==> config.mk <==
export PLATFORM = sky130hd
export DESIGN_NAME = nkf_ctrl
export DESIGN_NICKNAME = d
export VERILOG_FILES = /design/src/rtl/nkf_pkg.sv /design/src/rtl/nkf_ctrl.sv
export SDC_FILE = /design/constraint.sdc
export NUM_CORES = 1
export LEC_CHECK = 0
export BUFFER_PORTS_ARGS = -buffer_cell sky130_fd_sc_hd__buf_2
export CORE_AREA = 4 4 41 43
export CTS_CLUSTER_DIAMETER = 80
export DETAILED_ROUTE_END_ITERATION = 12
export DIE_AREA = 0 0 45 47
export GPL_TIMING_DRIVEN = 0
export HOLD_SLACK_MARGIN = 0.03
export SLEW_MARGIN = 5
export SYNTH_ARGS = -nofsm -noshare
export SYNTH_HDL_FRONTEND = slang
export SYNTH_SLANG_ARGS = --single-unit
export TNS_END_PERCENT = 10
==> constraint.sdc <==
create_clock -name clk -period 1 [get_ports clk]
set_input_delay 0.2 -clock clk [delete_from_list [all_inputs] [get_ports clk]]
set_output_delay 0.2 -clock clk [all_outputs]
set_load 0.005 [all_outputs]
==> src/rtl/nkf_pkg.sv <==
`timescale 1ns / 1ps
// -----------------------------------------------------------------------------
// NK landscape fitness package
// Field widths, word layout, register indexes and the controller interface.
// -----------------------------------------------------------------------------
package nkf_pkg;

  // Field widths.
  localparam int SYM_W   = 2;
  localparam int BLOCK_W = 6;
  localparam int ENTRY_W = 6;
  localparam int VALUE_W = 16;
  localparam int SUM_W   = 22;
  localparam int BS_W    = 2;
  localparam int AS_W    = 3;

  // Table store geometry.
  localparam int STORE_BLOCKS  = 64;
  localparam int STORE_ENTRIES = 64;
  localparam int ADDR_W        = BLOCK_W + ENTRY_W;

  // Input word layout, lowest bit first.
  localparam int SYM_LSB    = 0;
  localparam int BLOCK_LSB  = SYM_LSB + SYM_W;
  localparam int ENTRY_LSB  = BLOCK_LSB + BLOCK_W;
  localparam int VALUE_LSB  = ENTRY_LSB + ENTRY_W;
  localparam int IN_DATA_W  = 32;
  localparam int OUT_DATA_W = 24;

  // Configuration port.
  localparam int CFG_INDEX_W = 1;
  localparam int CFG_DATA_W  = 3;
  localparam logic [CFG_INDEX_W-1:0] REG_BLOCK_SIZE = 1'b0;
  localparam logic [CFG_INDEX_W-1:0] REG_ALPHABET   = 1'b1;
  localparam logic [BS_W-1:0] BS_RESET = 2'd3;
  localparam logic [AS_W-1:0] AS_RESET = 3'd2;

  // Limits.
  localparam int MAX_LENGTH_DEF = 64;
  localparam int MAX_WINDOW_DEF = 3;
  localparam int MAX_ALPHABET   = 4;

  // Request kinds carried in tuser.
  localparam logic REQ_TABLE  = 1'b0;
  localparam logic REQ_SYMBOL = 1'b1;

  // Commands from the controller to the datapath.
  typedef struct packed {
    logic wr;      // write a table entry
    logic start;   // take a symbol and issue the table read
    logic finish;  // accumulate and, on the last symbol, emit
  } nkf_cmd_t;

  // Status from the datapath to the controller.
  typedef struct packed {
    logic pend_last;  // the symbol in flight closes the genotype
    logic out_free;   // the output register can take a word this cycle
  } nkf_stat_t;

endpackage

==> src/rtl/nkf_ctrl.sv <==
`timescale 1ns / 1ps
// -----------------------------------------------------------------------------
// NK landscape fitness controller
// Sequences table writes and the two-step read and accumulate of a symbol.
// -----------------------------------------------------------------------------
module nkf_ctrl (
  input  logic              clk,
  input  logic              rst,
  input  logic              s_tvalid,
  input  logic              s_tuser,
  output logic              s_tready,
  input  nkf_pkg::nkf_stat_t stat,
  output nkf_pkg::nkf_cmd_t  cmd
);
  import nkf_pkg::*;

  typedef enum logic [1:0] {
    S_IDLE = 2'b01,
    S_ACC  = 2'b10
  } state_t;

  state_t state, state_next;

  // Input words are taken only while no symbol is in flight.
  assign s_tready = (state == S_IDLE);

  // Next state and commands.
  always_comb begin
    cmd        = '0;
    state_next = state;
    unique case (state)
      S_IDLE: begin
        if (s_tvalid) begin
          if (s_tuser == REQ_SYMBOL) begin
            cmd.start  = 1'b1;
            state_next = S_ACC;
          end else begin
            cmd.wr = 1'b1;
          end
        end
      end
      S_ACC: begin
        // A closing symbol waits until the output register is free.
        if (!stat.pend_last || stat.out_free) begin
          cmd.finish = 1'b1;
          state_next = S_IDLE;
        end
      end
      default: state_next = S_IDLE;
    endcase
  end

  // State register.
  always_ff @(posedge clk) begin
    if (rst) begin
      state <= S_IDLE;
    end else begin
      state <= state_next;
    end
  end

endmodule

-- Word-level counts from Yosys, hierarchy flattened
Cells that the tools add are included.
- output and inout bits: 4
- register bits: 2
- word-level logic and storage cells: 19
- input port bits: 6
- mux-type cells: 10
- equality and inequality tests: 5
- reductions and logical operators: 3
- operators by type and width (cell ; number):
    2-bit 2-to-1 mux ; 5
    2-bit != test (second input constant) ; 3
    1-bit 2-to-1 mux ; 4
    2-bit case mux with 2 select lines ; 1
    3-bit AND reduction ; 1
    2-bit by 1-bit == test with 1-bit output (second input constant) ; 1
    2-bit == test (second input constant) ; 1
    1-bit logical NOT ; 1
    1-bit logical OR ; 1

-- Depth between registers and ports, before layout
Gate-level depths: netlist (run 1).
- depth in word-level cells: 4
- gate-level depth with buffers: 2

-- Worst setup path before layout (run 1)
No wires, ideal clock.
- path kind: reg2out
- start point: register state[1]
- end point: output cmd[2] (netlist name)
- arrival: 0.701 ns
- setup slack: 0.099 ns
- stages on the path, launching flop included: 3
- cells stage by stage: dfxtp_1 and2b_2 and3b_1
- RTL lines (item ; line ; text):
    start: declaration ; nkf_ctrl.sv:22 ; state_t state, state_next;
    start signal: assignment ; nkf_ctrl.sv:58 ; state <= state_next;
    end: declaration ; nkf_ctrl.sv:13 ; output nkf_pkg::nkf_cmd_t cmd

==> impl_results.md, run 1 <==
* Most common cell after layout, fill and taps aside: buf_2
* Outcome: finished with violations
* Vias/cell at 3.50
* Hold Path End: state[0]$_SDFFE_PP1P_
* DR pass1 iterations at 2
* Max Fclk at 822 MHz
* Die width at 45 um
* Starting density of the core at 0.0856
* PD cells at 1410 nW/um^2
* Antenna violation net count after detailed routing at 0
* Post-Syn Instances at 10
* Worst hold path type: in2reg
* Flop2flop setup slack at 0.07 ns
* Row count at 13
* Hold Fails Final Rpt at 0
* RSZ-0062 raised after global routing: true
* Biggest area consumer among synthesized cells: dfxtp_1
* Worst-Margin Slew at 0.149 ns
* Largest cells by area after synthesis: dfxtp_1 (36%), and4bb_2 (11%), and4b_1 (9.0%)
* Largest net degree at the start of global routing at 5
* Critical path launch point type: flip-flop
* Synth Area in Adders at 0
* Wire length per cell at 8.92 um
* GPL Wtd Cong at 0.556
* Worst VDD drop at 0.360 mV
* Fin Setup TNS at -0.561 ns
* WL final at 339 um
* Violated checks: setup timing
* First-pass GRT wire length at 572 um
* Sinks on the clock net at 2
* Min Hold Slack at 0.188 ns
* Worst-case reg-to-reg path depth at 3
* Max-cap viol count at 0
* Ports at 10
* H-tree Lvls at 1
* Final min period at 1.22 ns
* Distinct cells, synth at 9
* Core box area at 1300 um^2
* Post-Synth XOR/XNOR Area at 0
* Clock buffer depth at 2
* Post-synthesis simple-gate area fraction at 0.483
* Worst EP arrival at 1.02 ns
* Reg-to-Reg Start: state[1]$_SDFFE_PP0P_
* Leak at 0.112 nW
* Number of flip-flops in the largest register at 2
* DR vias at 133
* Crit path max fanout at 3
* Hold Startpoint: rst
* Final-report max-slew violation count at 0
* Largest regs: state x2
* CP Capture Type: output port
* Area Growth Syn to Fin at 93.3%
* Sequential area share after synthesis at 0.360
* Die Ht at 47 um
* Fin crit share at 1.22
* Register name with the most flops: state
* Die area at 2120 um^2
* Reg2reg end: state[1]$_SDFFE_PP0P_
* Vias in the first global route at 147
* Most frequent cells in the layout: buf_2 (8), clkbuf_4 (3), dfxtp_2 (2)
* Syn_nets at 16
* CTS tree: built
* # port buffers at 9
* Final Worst Setup Slack at -0.216 ns
* # hold bufs at CTS at 0
* Clk root buf: clkbuf_4
* CP Class: reg2out
* Num CTS Buffers at 3
* Proportion of synthesized area in mux cells at 0
* DR DRC count at 0
* Main combinational cell family by area after synthesis: simple AND/OR/NAND/NOR gates
* Clock slew at reported path FFs at 0.03 ns
* WP data required at 0.80 ns
* Worst hold stages at 2
* Setup Viol. Count Final at 4
* Post-synth top area share at 0.360
* Initial DRC count at 1
* Synth warnings at 0
* Grt total ovfl at 0
* Clk_skew at 0.00236 ns
* Compound-Gate Fraction of Synth Area at 0.157
* GR Util All Layers at 0.0442
* Nets at 31
* Slew headroom at 0.900
* Initial antenna violation count at 0
* Diode count at 0
* Layout cell share with drive strength beyond 1 at 0.783
* Clk_lat worst skew at 0.22 ns
* Mapped cell area at 111 um^2
* Yosys reg bits at 2
* Avg Inst Size Synth at 11.1 um^2
per-stage QoR:
stage               std cells  instance area [um^2]  setup WS (ns)   util  total power (W)
floorplan                  10                   111         0.0991      -         0.000103
detailed placement         34                   175        -0.0179  0.135         0.000125
global placement           34                   175        -0.0180  0.135         0.000124
finish                     38                   215         -0.216  0.165         0.000304
CTS                        38                   208         -0.232  0.160         0.000316
global route               38                   215         -0.267  0.165         0.000329
metal layers:
layer	share of wire	GRT usage	vias up	wire length (um)
li1	-	-	66	-
met1	0.43	0.0362	60	145
met2	0.40	0.0593	7	134
met3	0.17	0.0498	0	59
met4	0	0.0351	0	0
met5	0	0	-	0
worst max-delay path by stage:
stage	to	from	slack, ns	cells past startpoint
3_5_place_dp	cmd[2]	state[1]$_SDFFE_PP0P_	-0.02	3
6_report	cmd[2]	state[1]$_SDFFE_PP0P_	-0.22	3
5_1_grt	cmd[2]	state[1]$_SDFFE_PP0P_	-0.27	3
4_1_cts	cmd[2]	state[1]$_SDFFE_PP0P_	-0.23	3
2_1_floorplan	cmd[2]	state[1]$_SDFFE_PP0P_	0.1	2
3_3_place_gp	cmd[2]	state[1]$_SDFFE_PP0P_	-0.02	3
cell usage after synthesis:
master and instances:
and2b_2 1, and3b_1 1, and4b_1 1, and4bb_2 1, dfxtp_1 2, nor2b_1 1
nor3b_1 1, o21ba_1 1, o21bai_1 1
where the power goes:
group / total [W] / internal (W) / leakage (nW) / switching [W]
clock network: 0.000175 / 0.000132 / 0.0138 / 0.0000425
registers: 0.0000870 / 0.0000847 / 0.0164 / 0.00000229
logic: 0.0000425 / 0.0000282 / 0.0819 / 0.0000143
critical path, cell delays in order (launching register included):
cell and delay [ns]:
dfxtp_2 0.32, and2b_2 0.21, and3b_1 0.15, buf_2 0.12
final cells by class:
cell class | instances | area, um^2
multi-input cells | 8 | 72.6
flip-flops and latches | 2 | 42.5
well taps | 15 | 18.8
repair buffers | 10 | 58.8
clock buffers | 3 | 22.5
fillers | 154 | 1090
cells by family (layout without fill, tap and decap cells):
logic type,count (synthesis),in the layout
compound gates,2,2
buf+inv,0,13
flops,2,2
simple gates,6,6
what timing repair did:
item / in CTS / in global routing
buffers inserted: 1 / 0
pin swaps: 1 / 0
setup endpoints to repair: 4 / 4
gates resized for setup: 2 / 2
Note: power is estimated with default switching activity, not from simulation.
==> run 2: changes to the inputs <==
--- a/config.mk
+++ b/config.mk
@@ -12,6 +12,7 @@
 export DIE_AREA = 0 0 45 47
 export GPL_TIMING_DRIVEN = 0
 export HOLD_SLACK_MARGIN = 0.03
+export SKIP_CTS_REPAIR_TIMING = 1
 export SLEW_MARGIN = 5
 export SYNTH_ARGS = -nofsm -noshare
 export SYNTH_HDL_FRONTEND = slang
==> run 2 against run 1 <==
Effect of this change:
- the flow still finishes with violations (setup timing)
- first-iteration DRC count stayed put
- clock-buffer cell count stayed put
- sequential power hardly changed
- via count is 3.0% lower
- worst hold slack hardly changed
- die area stayed put
- cell count is 2.6% lower
- design area is 7.0% lower
- setup slack worse by 0.0051 ns
- power is 2.0% lower
- register-to-register slack better by 0.06 ns
- sequential share of layout area is 0.86 points higher
- critical path type unchanged
- critical endpoint unchanged
- largest cell class unchanged
==> impl_results.md, run 2 (synthesis results as in run 1) <==
* Outcome: finished with violations (unchanged)
* Violated checks: setup timing (unchanged)
* Final core occ at 0.154 (was 0.165)
* Most common cell after layout, fill and taps aside: buf_2 (unchanged)
* CP Class: reg2out (unchanged)
* Largest net degree at the start of global routing at 5 (unchanged)
* Die width at 45 um (unchanged)
* Starting density of the core at 0.0856 (unchanged)
* Final Worst Setup Slack at -0.221 ns (was -0.216 ns)
* RSZ-0062 raised after global routing: true (unchanged)
* Share of power burned in registers at 0.291 (was 0.286)
* DR DRC count at 0 (unchanged)
* Worst EP arrival at 1.02 ns (about the same)
* Worst hold stages at 2 (unchanged)
* Num CTS Buffers at 3 (unchanged)
* WP data required at 0.80 ns (about the same)
* Most frequent cells in the layout: buf_2 (9), clkbuf_4 (3) (was buf_2 (8), clkbuf_4 (3), dfxtp_2 (2))
* Worst Setup SP: state[1]$_SDFFE_PP0P_ (unchanged)
* Crit path max fanout at 4 (was 3)
* H-tree Lvls at 1 (unchanged)
* Clock share of power at 0.586 (was 0.574)
* Critical path launch point type: flip-flop (unchanged)
* Hold Startpoint: rst (unchanged)
* Leak at 0.106 nW (was 0.112 nW)
* Slew headroom at 0.900 (about the same)
* Row count at 13 (unchanged)
* Core box area at 1300 um^2 (unchanged)
* Initial antenna violation count at 0 (unchanged)
* Die area at 2120 um^2 (unchanged)
* Clock slew at reported path FFs at 0.03 ns (about the same)
* Layout cell share with drive strength beyond 1 at 0.727 (was 0.783)
* Final-report max-slew violation count at 0 (unchanged)
* Setup Viol. Count Final at 4 (unchanged)
* Number of flip-flops in the largest register at 2 (unchanged)
* Vias/cell at 3.49 (was 3.50)
* GPL Wtd Cong at 0.556 (unchanged)
* Clock buffer depth at 2 (unchanged)
* Dpl cells at 34 (unchanged)
* Post-DP Area at 175 um^2 (unchanged)
* Ports at 10 (unchanged)
* DR pass1 iterations at 2 (unchanged)
* Finished Cell Area at 200 um^2 (was 215 um^2)
* Vias in the first global route at 139 (was 147)
* Clk root buf: clkbuf_4 (unchanged)
* Area of the multi-input gates at 72.6 um^2 (unchanged)
* Final min period at 1.22 ns (about the same)
* Reg-to-Reg Start: state[0]$_SDFFE_PP1P_ (was state[1]$_SDFFE_PP0P_)
* Hold Path End: state[0]$_SDFFE_PP1P_ (unchanged)
* Sw Ratio at 0.195 (was 0.194)
* Initial DRC count at 1 (unchanged)
* Worst-Margin Slew at 0.149 ns (about the same)
* Wire length per cell at 9.05 um (was 8.92 um)
* Area Growth Syn to Fin at 79.8% (was 93.3%)
* Sinks on the clock net at 2 (unchanged)
* Min Hold Slack at 0.188 ns (about the same)
* Grt total ovfl at 0 (unchanged)
* WL final at 335 um (was 339 um)
* # port buffers at 9 (unchanged)
* Filler cell count at 155 (was 154)
* Antenna violation net count after detailed routing at 0 (unchanged)
* Flop2flop setup slack at 0.13 ns (was 0.07 ns)
* Fin crit share at 1.22 (about the same)
* Reg2reg end: state[1]$_SDFFE_PP0P_ (unchanged)
* Worst VDD drop at 0.355 mV (was 0.360 mV)
* Sw Pwr at 0.0000580 W (was 0.0000591 W)
* Comb pwr share at 0.123 (was 0.140)
* Register area at 41.3 um^2 (was 42.5 um^2)
* GR Util All Layers at 0.0434 (was 0.0442)
* Hold Fails Final Rpt at 0 (unchanged)
* Largest regs: state x2 (unchanged)
* CP Capture Type: output port (unchanged)
* Clk_skew at 0.00232 ns (was 0.00236 ns)
* Max-cap viol count at 0 (unchanged)
* First-pass GRT wire length at 558 um (was 572 um)
* Clk_lat worst skew at 0.22 ns (about the same)
* Int Power at 0.000240 W (was 0.000245 W)
* Die Ht at 47 um (unchanged)
* Worst-case reg-to-reg path depth at 2 (was 3)
* Register name with the most flops: state (unchanged)
* Worst hold path type: in2reg (unchanged)
* Max Fclk at 819 MHz (was 822 MHz)
* Non-Filler Instances at 37 (was 38)
* Diode count at 0 (unchanged)
* PD cells at 1490 nW/um^2 (was 1410 nW/um^2)
* CTS tree: built (unchanged)
* DR vias at 129 (was 133)
* Nets at 30 (was 31)
==> run 2: power groups by stage <==
stage               registers (W)  logic (W)  clock network (W)
floorplan               0.0000868  0.0000165                  0
global placement        0.0000875  0.0000366                  0
detailed placement      0.0000876  0.0000370                  0
CTS                     0.0000866  0.0000370           0.000189
global route            0.0000873  0.0000421           0.000193
finish                  0.0000867  0.0000367           0.000175
==> run 2: how the worst max path moves through the flow <==
| stage | to | slack, ns |
|---|---|---|
| after floorplan | cmd[2] | 0.1 |
| after global placement | cmd[2] | -0.02 |
| after detailed placement | cmd[2] | -0.02 |
| after CTS | cmd[2] | -0.26 |
| after global routing | cmd[2] | -0.27 |
| final | cmd[2] | -0.22 |
==> run 2: final cells by class <==
class | count | share of cell area
multi-input cells | 8 | 0.362
well taps | 15 | 0.0938
clock buffers | 3 | 0.112
flip-flops and latches | 2 | 0.206
repair buffers | 9 | 0.225
==> run 2: critical path, cell delays in order, from the launching register on <==
cell,delay [ns]
dfxtp_2,0.32
and2b_2,0.21
and3b_1,0.15
buf_2,0.12
==> run 2: layer usage <==
layer | vias to the layer above | share of wire | GRT usage
met4 | 0 | 0 | 0.0351
met1 | 58 | 0.43 | 0.0362
met2 | 7 | 0.39 | 0.0565
li1 | 64 | - | -
met3 | 0 | 0.18 | 0.0498
met5 | - | 0 | 0
==> run 2: stage by stage <==
stage	TNS, ns	power, W	worst slack, ns
after floorplan	0	0.000103	0.0991
after global placement	-0.0180	0.000124	-0.0180
after detailed placement	-0.0179	0.000125	-0.0179
after CTS	-0.659	0.000313	-0.263
after global routing	-0.718	0.000323	-0.271
final	-0.501	0.000298	-0.221
==> run 3: changes to the inputs <==
--- a/config.mk
+++ b/config.mk
@@ -12,6 +12,7 @@
 export DIE_AREA = 0 0 45 47
 export GPL_TIMING_DRIVEN = 0
 export HOLD_SLACK_MARGIN = 0.03
+export PLACE_DENSITY = 0.3
 export SKIP_CTS_REPAIR_TIMING = 1
 export SLEW_MARGIN = 5
 export SYNTH_ARGS = -nofsm -noshare
==> run 3 against run 2 <==
Effect of this change:
- the run still ends with setup timing left
- power grew 1.3%
- clock-buffer cell count is the same
- fmax is essentially flat
- worst hold slack lost 0.0049 ns
- critical path type unchanged
==> impl_results.md, run 3 (synthesis results as in run 1) <==
* Outcome: finished with violations (unchanged)
* Violated checks: setup timing (unchanged)
* Leak at 0.111 nW (was 0.106 nW)
* Share of power burned in registers at 0.289 (was 0.291)
* DR pass1 iterations at 1 (was 2)
* Nets at 31 (was 30)
* Clk_lat worst skew at 0.22 ns (about the same)
* Vias in the first global route at 114 (was 139)
* Wire length per cell at 8.32 um (was 9.05 um)
* Slew headroom at 0.886 (was 0.900)
* Register name with the most flops: state (unchanged)
* Area Growth Syn to Fin at 86.5% (was 79.8%)
* Diode count at 0 (unchanged)
* Clk root buf: clkbuf_4 (unchanged)
* Sw Ratio at 0.198 (was 0.195)
* Vias/cell at 3.39 (was 3.49)
* GPL Wtd Cong at 0.583 (was 0.556)
* Most common cell after layout, fill and taps aside: buf_2 (unchanged)
* Max Fclk at 819 MHz (about the same)
* WP data required at 0.80 ns (about the same)
* Number of flip-flops in the largest register at 2 (unchanged)
* Initial DRC count at 0 (was 1)
* Dpl ws at -0.0281 ns (was -0.0179 ns)
* Row count at 13 (unchanged)
* CP Capture Type: output port (unchanged)
* Final Worst Setup Slack at -0.222 ns (was -0.221 ns)
* Layout cell share with drive strength beyond 1 at 0.739 (was 0.727)
* CP Class: reg2out (unchanged)
* PD cells at 1450 nW/um^2 (was 1490 nW/um^2)
* Worst VDD drop at 0.525 mV (was 0.355 mV)
* Worst hold stages at 2 (unchanged)
* Core box area at 1300 um^2 (unchanged)
* Hold Fails Final Rpt at 0 (unchanged)
* H-tree Lvls at 1 (unchanged)
* Clock buffer depth at 2 (unchanged)
* Ports at 10 (unchanged)
* # port buffers at 9 (unchanged)
* Filler cell count at 156 (was 155)
* Setup Viol. Count Final at 4 (unchanged)
* Worst-Margin Slew at 0.171 ns (was 0.149 ns)
* Critical path launch point type: flip-flop (unchanged)
* Max-cap viol count at 0 (unchanged)
* Area of the multi-input gates at 71.3 um^2 (was 72.6 um^2)
* Clk_skew at 0.00410 ns (was 0.00232 ns)
* Sinks on the clock net at 2 (unchanged)
* DR vias at 129 (unchanged)
* Crit path max fanout at 3 (was 4)
* Fin crit share at 1.22 (about the same)
* Largest net degree at the start of global routing at 5 (unchanged)
* Num CTS Buffers at 3 (unchanged)
* RSZ-0062 raised after global routing: true (unchanged)
* Most frequent cells in the layout: buf_2 (9), clkbuf_4 (3), dfxtp_2 (2) (was buf_2 (9), clkbuf_4 (3))
* Hold Startpoint: rst (unchanged)
* Worst hold path type: in2reg (unchanged)
* Final core occ at 0.160 (was 0.154)
* CTS tree: built (unchanged)
* Reg-to-Reg Start: state[1]$_SDFFE_PP0P_ (was state[0]$_SDFFE_PP1P_)
* First-pass GRT wire length at 441 um (was 558 um)
* Initial antenna violation count at 0 (unchanged)
* Comb pwr share at 0.125 (was 0.123)
* WL final at 316 um (was 335 um)
* Die Ht at 47 um (unchanged)
* Register area at 42.5 um^2 (was 41.3 um^2)
* Worst-case reg-to-reg path depth at 3 (was 2)
* DR DRC count at 0 (unchanged)
* Antenna violation net count after detailed routing at 0 (unchanged)
* Largest regs: state x2 (unchanged)
* Clock slew at reported path FFs at 0.03 ns (about the same)
* Final min period at 1.22 ns (about the same)
* Die area at 2120 um^2 (unchanged)
* Grt total ovfl at 0 (unchanged)
* Int Power at 0.000242 W (was 0.000240 W)
* Clock share of power at 0.586 (about the same)
* Worst Setup SP: state[1]$_SDFFE_PP0P_ (unchanged)
* GR Util All Layers at 0.0355 (was 0.0434)
* Starting density of the core at 0.0856 (unchanged)
* Worst EP arrival at 1.02 ns (about the same)
* Sw Pwr at 0.0000598 W (was 0.0000580 W)
* Final-report max-slew violation count at 0 (unchanged)
* Die width at 45 um (unchanged)
run 3: critical path, stage by stage, from the launching register on:
cell	delay (ns)
dfxtp_2	0.32
and2b_2	0.21
and3b_1	0.15
buf_2	0.12
run 3: routing by layer:
layer,part of all wire,track usage,vias to the layer above
met5,0,0,-
met4,0,0.0526,0
met3,0.11,0.0345,0
met2,0.45,0.0367,7
met1,0.44,0.0317,58
li1,-,-,64
run 3: stage by stage:
step           instances  total power (W)  TNS, ns  hold slack [ns]  instance area (um^2)
4_1_cts               37         0.000312   -0.698            0.177                   198
3_5_place_dp          34         0.000124  -0.0281            0.410                   175
5_1_grt               38         0.000326   -0.738            0.189                   208
6_report              38         0.000302   -0.600            0.183                   208
2_1_floorplan         10         0.000103        0            0.307                   111
3_3_place_gp          34         0.000123  -0.0235            0.401                   175
run 3: final timing paths:
kind,slack (ns),end
max reg2reg,0.06,state[1]$_SDFFE_PP0P_
min,0.18,state[0]$_SDFFE_PP1P_
max,-0.22,cmd[2]
min reg2reg,0.69,state[0]$_SDFFE_PP1P_
run 3: area by class of cell:
class / instances / area share
clock buffers: 3 / 0.108
well taps: 15 / 0.0904
flip-flops and latches: 2 / 0.205
repair buffers: 10 / 0.253
multi-input cells: 8 / 0.343
run 3: power by group through the flow:
stage	clock network [W]	logic [W]	registers (W)
final	0.000177	0.0000378	0.0000871
after global routing	0.000198	0.0000408	0.0000875
after CTS	0.000189	0.0000361	0.0000867
after detailed placement	0	0.0000359	0.0000877
after global placement	0	0.0000350	0.0000877
after floorplan	0	0.0000165	0.0000868
